$ cat src/rtl/assert_macros.svh
// assertion macros shared by the rtl modules
`ifndef ASSERT_MACROS_SVH
`define ASSERT_MACROS_SVH
`ifndef SYNTHESIS
`define ASSERT_IMPLIES(lbl, clk, rst_n, ante, cons) \
    lbl: assert property (@(posedge clk) disable iff (!rst_n) (ante) |-> (cons)) \
        else $error("assertion failed");
`define ASSERT_NEXT(lbl, clk, rst_n, ante, cons) \
    lbl: assert property (@(posedge clk) disable iff (!rst_n) (ante) |=> (cons)) \
        else $error("assertion failed");
`else
`define ASSERT_IMPLIES(lbl, clk, rst_n, ante, cons)
`define ASSERT_NEXT(lbl, clk, rst_n, ante, cons)
`endif
`endif

$ cat src/rtl/i2cmbw_pkg.sv
// shared types and constants of the i2c byte writer
package i2cmbw_pkg;

    typedef enum logic [1:0] {
        CMD_TICK  = 2'd0,
        CMD_START = 2'd1,
        CMD_BYTE  = 2'd2,
        CMD_STOP  = 2'd3
    } t_cmd;

    typedef struct packed {
        t_cmd       cmd;
        logic [7:0] data;
        logic       sda;
    } t_req;

    typedef struct packed {
        logic scl;
        logic sda;
        logic busy;
        logic ack_valid;
        logic no_ack;
        logic rejected;
    } t_res;

    localparam int QUEUE_DEPTH = 2;
    localparam int QPTR_W      = $clog2(QUEUE_DEPTH);
    localparam int QCNT_W      = $clog2(QUEUE_DEPTH + 1);

    localparam logic [7:0] TICKS_RESET   = 8'd2;
    localparam logic [3:0] BITS_PER_BYTE = 4'd8;
    localparam logic [1:0] LAST_PHASE    = 2'd2;

endpackage

$ cat src/rtl/i2c_master_byte_writer.sv
// top level of the write-only i2c master: request queue in front of the bus sequencer
// a request is taken every cycle while the two-entry queue has room
// its result passes the queue and the result register before it shows on o_valid
// the sequencer handles one per clock, a sustained rate of one request per cycle while the result side does not stall
// synchronous active-low reset empties the queue, idles the bus with scl and sda released,
// sets the no-ack level to one and the ticks per delay unit to two
module i2c_master_byte_writer
    import i2cmbw_pkg::*;
#(
    parameter int DELAY_COUNT_WIDTH = 8
) (
    input  logic       i_clk,
    input  logic       i_rst_n,
    input  logic       i_cfg_we,
    input  logic [7:0] i_cfg_wdata,
    input  logic       i_valid,
    output logic       o_stall,
    input  logic [1:0] i_kind,
    input  logic [7:0] i_data_byte,
    input  logic       i_sda_in,
    output logic       o_valid,
    input  logic       i_stall,
    output logic       o_scl_out,
    output logic       o_sda_out,
    output logic       o_busy_res,
    output logic       o_ack_valid,
    output logic       o_no_ack,
    output logic       o_cmd_rejected
);

    logic q_valid;
    t_req q_req;
    logic pop;
    t_res res;

    i2cmbw_front u_front (
        .i_clk       (i_clk),
        .i_rst_n     (i_rst_n),
        .i_valid     (i_valid),
        .o_stall     (o_stall),
        .i_kind      (i_kind),
        .i_data_byte (i_data_byte),
        .i_sda_in    (i_sda_in),
        .o_q_valid   (q_valid),
        .o_q_req     (q_req),
        .i_pop       (pop)
    );

    i2cmbw_back #(
        .DELAY_COUNT_WIDTH (DELAY_COUNT_WIDTH)
    ) u_back (
        .i_clk       (i_clk),
        .i_rst_n     (i_rst_n),
        .i_cfg_we    (i_cfg_we),
        .i_cfg_wdata (i_cfg_wdata),
        .i_q_valid   (q_valid),
        .i_q_req     (q_req),
        .o_pop       (pop),
        .o_valid     (o_valid),
        .i_stall     (i_stall),
        .o_res       (res)
    );

    assign o_scl_out      = res.scl;
    assign o_sda_out      = res.sda;
    assign o_busy_res     = res.busy;
    assign o_ack_valid    = res.ack_valid;
    assign o_no_ack       = res.no_ack;
    assign o_cmd_rejected = res.rejected;

endmodule

$ cat src/rtl/i2cmbw_front.sv
// front end: classifies incoming requests and queues them for the sequencer
`include "assert_macros.svh"
module i2cmbw_front
    import i2cmbw_pkg::*;
(
    input  logic       i_clk,
    input  logic       i_rst_n,
    input  logic       i_valid,
    output logic       o_stall,
    input  logic [1:0] i_kind,
    input  logic [7:0] i_data_byte,
    input  logic       i_sda_in,
    output logic       o_q_valid,
    output t_req       o_q_req,
    input  logic       i_pop
);

    t_req              r_mem [QUEUE_DEPTH];
    logic [QPTR_W-1:0] r_wr_ptr;
    logic [QPTR_W-1:0] r_rd_ptr;
    logic [QCNT_W-1:0] r_count;
    logic              push;
    t_req              req_in;

    assign o_stall   = (r_count == QCNT_W'(QUEUE_DEPTH));
    assign push      = i_valid && !o_stall;
    assign o_q_valid = (r_count != '0);
    assign o_q_req   = r_mem[r_rd_ptr];

    always_comb begin
        req_in.cmd  = t_cmd'(i_kind);
        req_in.sda  = i_sda_in;
        // only start and byte requests carry a byte
        req_in.data = (req_in.cmd == CMD_START || req_in.cmd == CMD_BYTE) ? i_data_byte : 8'd0;
    end

    always_ff @(posedge i_clk) begin
        if (push) begin
            r_mem[r_wr_ptr] <= req_in;
        end
    end

    always_ff @(posedge i_clk) begin
        if (!i_rst_n) begin
            r_wr_ptr <= '0;
            r_rd_ptr <= '0;
            r_count  <= '0;
        end else begin
            if (push) begin
                r_wr_ptr <= (r_wr_ptr == QPTR_W'(QUEUE_DEPTH - 1)) ? '0 : r_wr_ptr + 1'b1;
            end
            if (i_pop) begin
                r_rd_ptr <= (r_rd_ptr == QPTR_W'(QUEUE_DEPTH - 1)) ? '0 : r_rd_ptr + 1'b1;
            end
            if (push && !i_pop) begin
                r_count <= r_count + 1'b1;
            end else if (!push && i_pop) begin
                r_count <= r_count - 1'b1;
            end
        end
    end

    `ASSERT_IMPLIES(a_count_bound, i_clk, i_rst_n, 1'b1, r_count <= QCNT_W'(QUEUE_DEPTH))
    `ASSERT_IMPLIES(a_no_pop_empty, i_clk, i_rst_n, i_pop, r_count != '0)
    `ASSERT_NEXT(a_push_grows, i_clk, i_rst_n, push && !i_pop, r_count == $past(r_count) + 1'b1)

endmodule

$ cat src/rtl/i2cmbw_back.sv
// back end: bus sequencer that executes queued requests and holds the result register
`include "assert_macros.svh"
module i2cmbw_back
    import i2cmbw_pkg::*;
#(
    parameter int DELAY_COUNT_WIDTH = 8
) (
    input  logic       i_clk,
    input  logic       i_rst_n,
    input  logic       i_cfg_we,
    input  logic [7:0] i_cfg_wdata,
    input  logic       i_q_valid,
    input  t_req       i_q_req,
    output logic       o_pop,
    output logic       o_valid,
    input  logic       i_stall,
    output t_res       o_res
);

    localparam int W  = DELAY_COUNT_WIDTH;
    localparam int TW = (W > 8) ? W : 8;

    typedef enum logic [2:0] {
        SEQ_IDLE  = 3'd0,
        SEQ_START = 3'd1,
        SEQ_BIT   = 3'd2,
        SEQ_ACK   = 3'd3,
        SEQ_STOP  = 3'd4
    } t_seq;

    t_seq         r_seq,   n_seq;
    logic [1:0]   r_phase, n_phase;
    logic [3:0]   r_bit,   n_bit;
    logic [7:0]   r_shift, n_shift;
    logic [W-1:0] r_tick,  n_tick;
    logic         r_scl,   n_scl;
    logic         r_sda,   n_sda;
    logic         r_ack,   n_ack;
    logic [W-1:0] r_target;
    logic         r_out_valid;
    t_res         r_out;
    logic         busy;
    logic         sampled;
    logic         rejected;
    logic         do_enter;
    logic [TW-1:0] cfg_ext;
    logic [TW-1:0] cfg_clamp;
    logic [W-1:0]  cfg_target;

    // zero acts as one, oversize clamps to the largest count
    always_comb begin
        cfg_ext = TW'(i_cfg_wdata);
        if (cfg_ext == '0) begin
            cfg_clamp = TW'(1);
        end else if (cfg_ext > TW'({W{1'b1}})) begin
            cfg_clamp = TW'({W{1'b1}});
        end else begin
            cfg_clamp = cfg_ext;
        end
        cfg_target = cfg_clamp[W-1:0];
    end

    assign o_pop   = i_q_valid && (!r_out_valid || !i_stall);
    assign o_valid = r_out_valid;
    assign o_res   = r_out;
    assign busy    = (r_seq != SEQ_IDLE);

    always_comb begin
        n_seq    = r_seq;
        n_phase  = r_phase;
        n_bit    = r_bit;
        n_shift  = r_shift;
        n_tick   = r_tick;
        n_scl    = r_scl;
        n_sda    = r_sda;
        n_ack    = r_ack;
        sampled  = 1'b0;
        rejected = 1'b0;
        do_enter = 1'b0;

        if (i_q_req.cmd == CMD_TICK) begin
            if (busy) begin
                n_tick = r_tick + 1'b1;
                if (n_tick >= r_target) begin
                    if (r_phase < LAST_PHASE) begin
                        n_phase  = r_phase + 2'd1;
                        do_enter = 1'b1;
                        // ack sampled at the end of the scl high step
                        if (r_seq == SEQ_ACK && n_phase == LAST_PHASE) begin
                            n_ack   = i_q_req.sda;
                            sampled = 1'b1;
                        end
                    end else begin
                        n_phase = 2'd0;
                        case (r_seq)
                            SEQ_START: begin
                                n_seq    = SEQ_BIT;
                                n_bit    = 4'd0;
                                do_enter = 1'b1;
                            end
                            SEQ_BIT: begin
                                n_shift  = {r_shift[6:0], 1'b0};
                                n_bit    = r_bit + 4'd1;
                                if (n_bit >= BITS_PER_BYTE) begin
                                    n_seq = SEQ_ACK;
                                    n_bit = 4'd0;
                                end
                                do_enter = 1'b1;
                            end
                            default: begin
                                n_seq  = SEQ_IDLE;
                                n_tick = '0;
                            end
                        endcase
                    end
                end
            end
        end else if (busy) begin
            rejected = 1'b1;
        end else begin
            n_phase  = 2'd0;
            n_bit    = 4'd0;
            do_enter = 1'b1;
            case (i_q_req.cmd)
                CMD_START: begin
                    n_shift = i_q_req.data;
                    n_seq   = SEQ_START;
                end
                CMD_BYTE: begin
                    n_shift = i_q_req.data;
                    n_seq   = SEQ_BIT;
                end
                default: begin
                    n_seq = SEQ_STOP;
                end
            endcase
        end

        if (do_enter) begin
            n_tick = '0;
            case (n_seq)
                SEQ_START: begin
                    if (n_phase == 2'd0) begin
                        n_sda = 1'b1;
                        n_scl = 1'b1;
                    end else if (n_phase == 2'd1) begin
                        n_sda = 1'b0;
                    end else begin
                        n_scl = 1'b0;
                    end
                end
                SEQ_BIT: begin
                    if (n_phase == 2'd0) begin
                        n_sda = n_shift[7];
                    end else begin
                        n_scl = (n_phase == 2'd1);
                    end
                end
                SEQ_ACK: begin
                    if (n_phase == 2'd0) begin
                        n_sda = 1'b1;
                    end else begin
                        n_scl = (n_phase == 2'd1);
                    end
                end
                SEQ_STOP: begin
                    if (n_phase == 2'd0) begin
                        n_sda = 1'b0;
                    end else if (n_phase == 2'd1) begin
                        n_scl = 1'b1;
                    end else begin
                        n_sda = 1'b1;
                    end
                end
                default: begin
                end
            endcase
        end
    end

    always_ff @(posedge i_clk) begin
        if (!i_rst_n) begin
            r_seq       <= SEQ_IDLE;
            r_phase     <= 2'd0;
            r_bit       <= 4'd0;
            r_shift     <= 8'd0;
            r_tick      <= '0;
            r_scl       <= 1'b1;
            r_sda       <= 1'b1;
            r_ack       <= 1'b1;
            r_target    <= W'(TICKS_RESET);
            r_out_valid <= 1'b0;
        end else begin
            if (i_cfg_we) begin
                r_target <= cfg_target;
            end
            if (o_pop) begin
                r_seq           <= n_seq;
                r_phase         <= n_phase;
                r_bit           <= n_bit;
                r_shift         <= n_shift;
                r_tick          <= n_tick;
                r_scl           <= n_scl;
                r_sda           <= n_sda;
                r_ack           <= n_ack;
                r_out_valid     <= 1'b1;
                r_out.scl       <= n_scl;
                r_out.sda       <= n_sda;
                r_out.busy      <= (n_seq != SEQ_IDLE);
                r_out.ack_valid <= sampled;
                r_out.no_ack    <= n_ack;
                r_out.rejected  <= rejected;
            end else if (!i_stall) begin
                r_out_valid <= 1'b0;
            end
        end
    end

    `ASSERT_IMPLIES(a_sample_in_ack, i_clk, i_rst_n, o_pop && sampled, r_seq == SEQ_ACK)
    `ASSERT_NEXT(a_reject_holds, i_clk, i_rst_n, o_pop && rejected, r_seq == $past(r_seq))
    `ASSERT_IMPLIES(a_busy_matches, i_clk, i_rst_n, r_out_valid, r_out.busy == (r_seq != SEQ_IDLE))
    `ASSERT_NEXT(a_pop_loads, i_clk, i_rst_n, o_pop, r_out_valid)

endmodule

$ cat config.mk
export PLATFORM = sky130hd
export DESIGN_NAME = i2c_master_byte_writer
export DESIGN_NICKNAME = d
export VERILOG_FILES = /design/src/rtl/i2cmbw_pkg.sv /design/src/rtl/i2c_master_byte_writer.sv /design/src/rtl/i2cmbw_front.sv /design/src/rtl/i2cmbw_back.sv
export VERILOG_INCLUDE_DIRS = /design/src /design/src/rtl
export SDC_FILE = /design/constraint.sdc
export NUM_CORES = 1
export LEC_CHECK = 0
export BUFFER_PORTS_ARGS = -buffer_cell sky130_fd_sc_hd__buf_2
export CAP_MARGIN = 20
export CORE_ASPECT_RATIO = 0.75
export CORE_MARGIN = 10
export CORE_UTILIZATION = 45
export DETAILED_ROUTE_END_ITERATION = 16
export PLACE_DENSITY = 0.71
export SYNTH_ARGS = -nofsm -noshare
export SYNTH_HDL_FRONTEND = slang
export SYNTH_SLANG_ARGS = --single-unit
$ cat constraint.sdc
create_clock -name i_clk -period 9.4 [get_ports i_clk]
set_clock_uncertainty 0.15 [all_clocks]
set_input_delay 2.35 -clock i_clk [delete_from_list [all_inputs] [get_ports i_clk]]
set_output_delay 2.35 -clock i_clk [all_outputs]
set_load 0.02 [all_outputs]
==> impl_results.md <==
- Post-place instance area: between 0.003 and 0.004 mm^2
- Yosys reg bits: 70
- Post-CTS Resized: 0
- Status: completed
- Crit path kind: primary input to flip-flop
- CTS max path bufs: 2
- Drt via density: roughly 5.6
- Worst path cell trace: buf_2, a21oi_1, buf_4, nand2_1, nor4b_2, mux2i_1, nor2_1
- Post-Syn Instances: a little under 400
- Vias in the first global route: ~2900
- Core area: 0.00799 mm^2
- Starting Density: a little under half
- Crit end category: flip-flop
- Final worst path period need: between 4 and 5 ns
- Xor and xnor area share after synthesis: under 10%
- CP required: between 9 and 10 ns
- Die W: between 100 and 150 um
- Die Footprint: approximately 0.012 mm^2
- CP max stage delay: a little under 1 ns
- Post CTS Setup Buffer Count: 0
- Seq/Total Area, Yosys: approximately 45%
- Final WS setup: 5.03 ns
- IO buf count: 31
- DRT Pass-1 Iters: 5
- Startpoint types: primary input
- Crit path max fanout: 13
- First-pass GRT wire length: ~14000 um
- Setup Viol. Count Final: 0
- Max Cap Viol: 0
- Post-synthesis compound-gate area fraction: ~18%
- Slew Viols, Final: 0
- Wirelength, routed: about 8100 um
- Final #Nets: ~460
- Mean Syn Cell Area: between 9 and 10 um^2
- YS warnings: 0
- Worst path arrival time: about 4.4 ns
- Root Buffer: clkbuf_8
- Met3 Usage GRT: 4.28%
- Fillers: about 740
- Peak VDD IR: 0.166 mV
- Post-route cell area: approximately 0.0041 mm^2
- Share of cells above drive strength 1: 18.1%
- Post-synthesis adder-cell area fraction: approximately 5.7%
- Post-synth top area cell: dfxtp_1
- Top-area cell type share of the netlist area: 22.4%
- RSZ-0062 raised after global routing: no
- Largest net degree at the start of global routing: 25
- Met2 Use GR: 20.3%
- H-tree levels: 3
- Worst-margin pin slew: 1.06 ns
- CTS tree: built
- Hold Vio Cnt, Final: 0
- Iter 0 DRT Violations: 278
- Die H: around 100 um
- Max Freq: between 200 and 250 MHz
- Ranking of synthesized cells by area: dfxtp_1 (22%), edfxtp_1 (22%), ha_1 (5.7%), nor2_1 (5.5%), mux2i_1 (5.1%)
- Largest family of logic cells by synthesized area: compound AO/OA/AOI/OAI gates
- N_diodes: 0
- DR DRC count: 0
- Footprint of the multi-input gates: approximately 0.0019 mm^2
- Total gr overflow: 0
- Commonest non-fill, non-tap cells in the layout: nor2_1 (55), dfxtp_1 (42), buf_2 (31), a21oi_1 (29), edfxtp_1 (28)
- Routed Antenna Nets: 0
- Grt met1 use: 16.9%
- TritonCTS buffer count: 9
- Max-slew headroom: 29.1%
- # clock sinks: 70
- Gr busiest metal: met2
- PwrDens: roughly 310 mW/mm^2
- Cts hold-fix bufs: 0
- Avg WL per Cell: about 15 um
- Post-DP HPWL: just over 6000 um
- Mux cell area share after synthesis: around 6.3%
- Syn-to-layout area delta: 10.4%
- Setup TNS: 0 ns
- Leak Pwr: 1.60 nW
- Post-Syn Area: ~0.0037 mm^2
- GP Congestion: ~0.93
- Ports: 32
- Clk Latency, worst-skew pair: between 0.3 and 0.4 ns
- Hold Crit Class: flip-flop to flip-flop
- Number of flops mapped to enable cells by yosys: 28
- Sequential cell area: about 0.0017 mm^2
- # rows: 28
- Period utilisation layout: between 40% and 50%
- CP max stage cell: nor4b_2
- Via Count: just under 3000
- GRT Util Overall: roughly an eighth
- Pre-CTS WS: 4.67 ns
- CTS clk-pin slew, worst paths: around 0.080 ns
- Post-Synth Simple-Gate Area: around 17%
- Initial antenna violation count: 0
- Async set-or-reset flop fraction in the synthesized netlist: 0%
- Total power: ~1.3 mW
- Most common flop cell mapped by yosys: dfxtp_1
- Post-Synthesis Net Count: roughly 430
- Most common cell after layout, fill and taps aside: nor2_1
- Post-synthesis cell type count: 66
sequential cells by signal, indices dropped and copies added, names as in the netlist, 3 cells and up, named ones only:
signal           cells
u_back.r_tick        8
u_front.r_mem       22
u_back.r_bit         4
u_back.r_target      8
u_back.r_shift       8
u_back.o_res         6
u_back.r_seq         3
stage by stage:
step,std cells,hold WS (ns),util (%)
5_1_grt,526,0.351,51.8
2_1_floorplan,387,0.283,-
3_3_place_gp,510,0.300,49.8
6_report,526,0.324,51.8
3_5_place_dp,510,0.314,49.8
4_1_cts,526,0.328,51.8
worst max-delay path, delay by kind of cell:
kind                   cells  cell delay (ns)
AOI/OAI and AO/OA          1             0.13
muxes                      1             0.27
buffers and inverters      2             0.33
and+or+nand+nor            3             1.35
cell families after synthesis:
group | Yosys count
adder cells (fa/ha/maj) | 17
buffers and inverters | 37
flip-flops | 70
multiplexers | 23
AND/OR/NAND/NOR | 131
AO/OA/AOI/OAI | 95
XOR/XNOR | 14
where the power goes:
| group | total [mW] | switching (mW) | internal, mW | leakage [nW] |
|---|---|---|---|---|
| logic | 0.628 | 0.394 | 0.234 | 0.918 |
| registers | 0.464 | 0.0674 | 0.396 | 0.606 |
| clock network | 0.210 | 0.115 | 0.0948 | 0.0801 |
| total | 1.30 | 0.576 | 0.725 | 1.60 |
layout make-up:
class                      instances  share of cell area, %
clock buffer                      10                   3.08
clock inverter                     6                  0.907
inverter                          22                   1.99
multi-input combinational        280                   46.1
sequential                        70                   40.6
tap                              105                   3.17
timing repair buffer              33                   4.11
worst paths after layout:
kind | from | to | slack, ns | cells past startpoint
setup / recovery | i_stall | u_back.r_shift[0] | 5.03 | 7
hold reg to reg | u_back.o_valid | u_back.o_valid | 0.32 | 2
hold / removal | u_back.o_valid | u_back.o_valid | 0.32 | 2
setup reg to reg | flip-flop | u_back.r_shift[0] | 5.34 | 8
routing by layer:
layer | wire [um] | share of wire [%]
met1 | 3840 | 47
met2 | 3610 | 44
met3 | 535 | 6.6
met4 | 127 | 1.6
met5 | 0 | 0
synth_stat cells (3+ instances only):
cell type  count
o21ai_0       11
nand2_1       27
nor2_1        55
and2_1         9
mux2_2         4
edfxtp_1      28
clkbuf_1       8
nand3_1        5
a22oi_1        4
dfxtp_1       42
nand3b_1       4
nor3_1         5
nor4_1         5
xnor2_1        4
mux2i_1       19
buf_2          3
inv_1         19
o31ai_1        4
a211oi_1      14
a21oi_1       29
xor2_1         9
o211ai_1       5
and3_1         4
ha_1          17
Power figures use the tool's default switching activity.
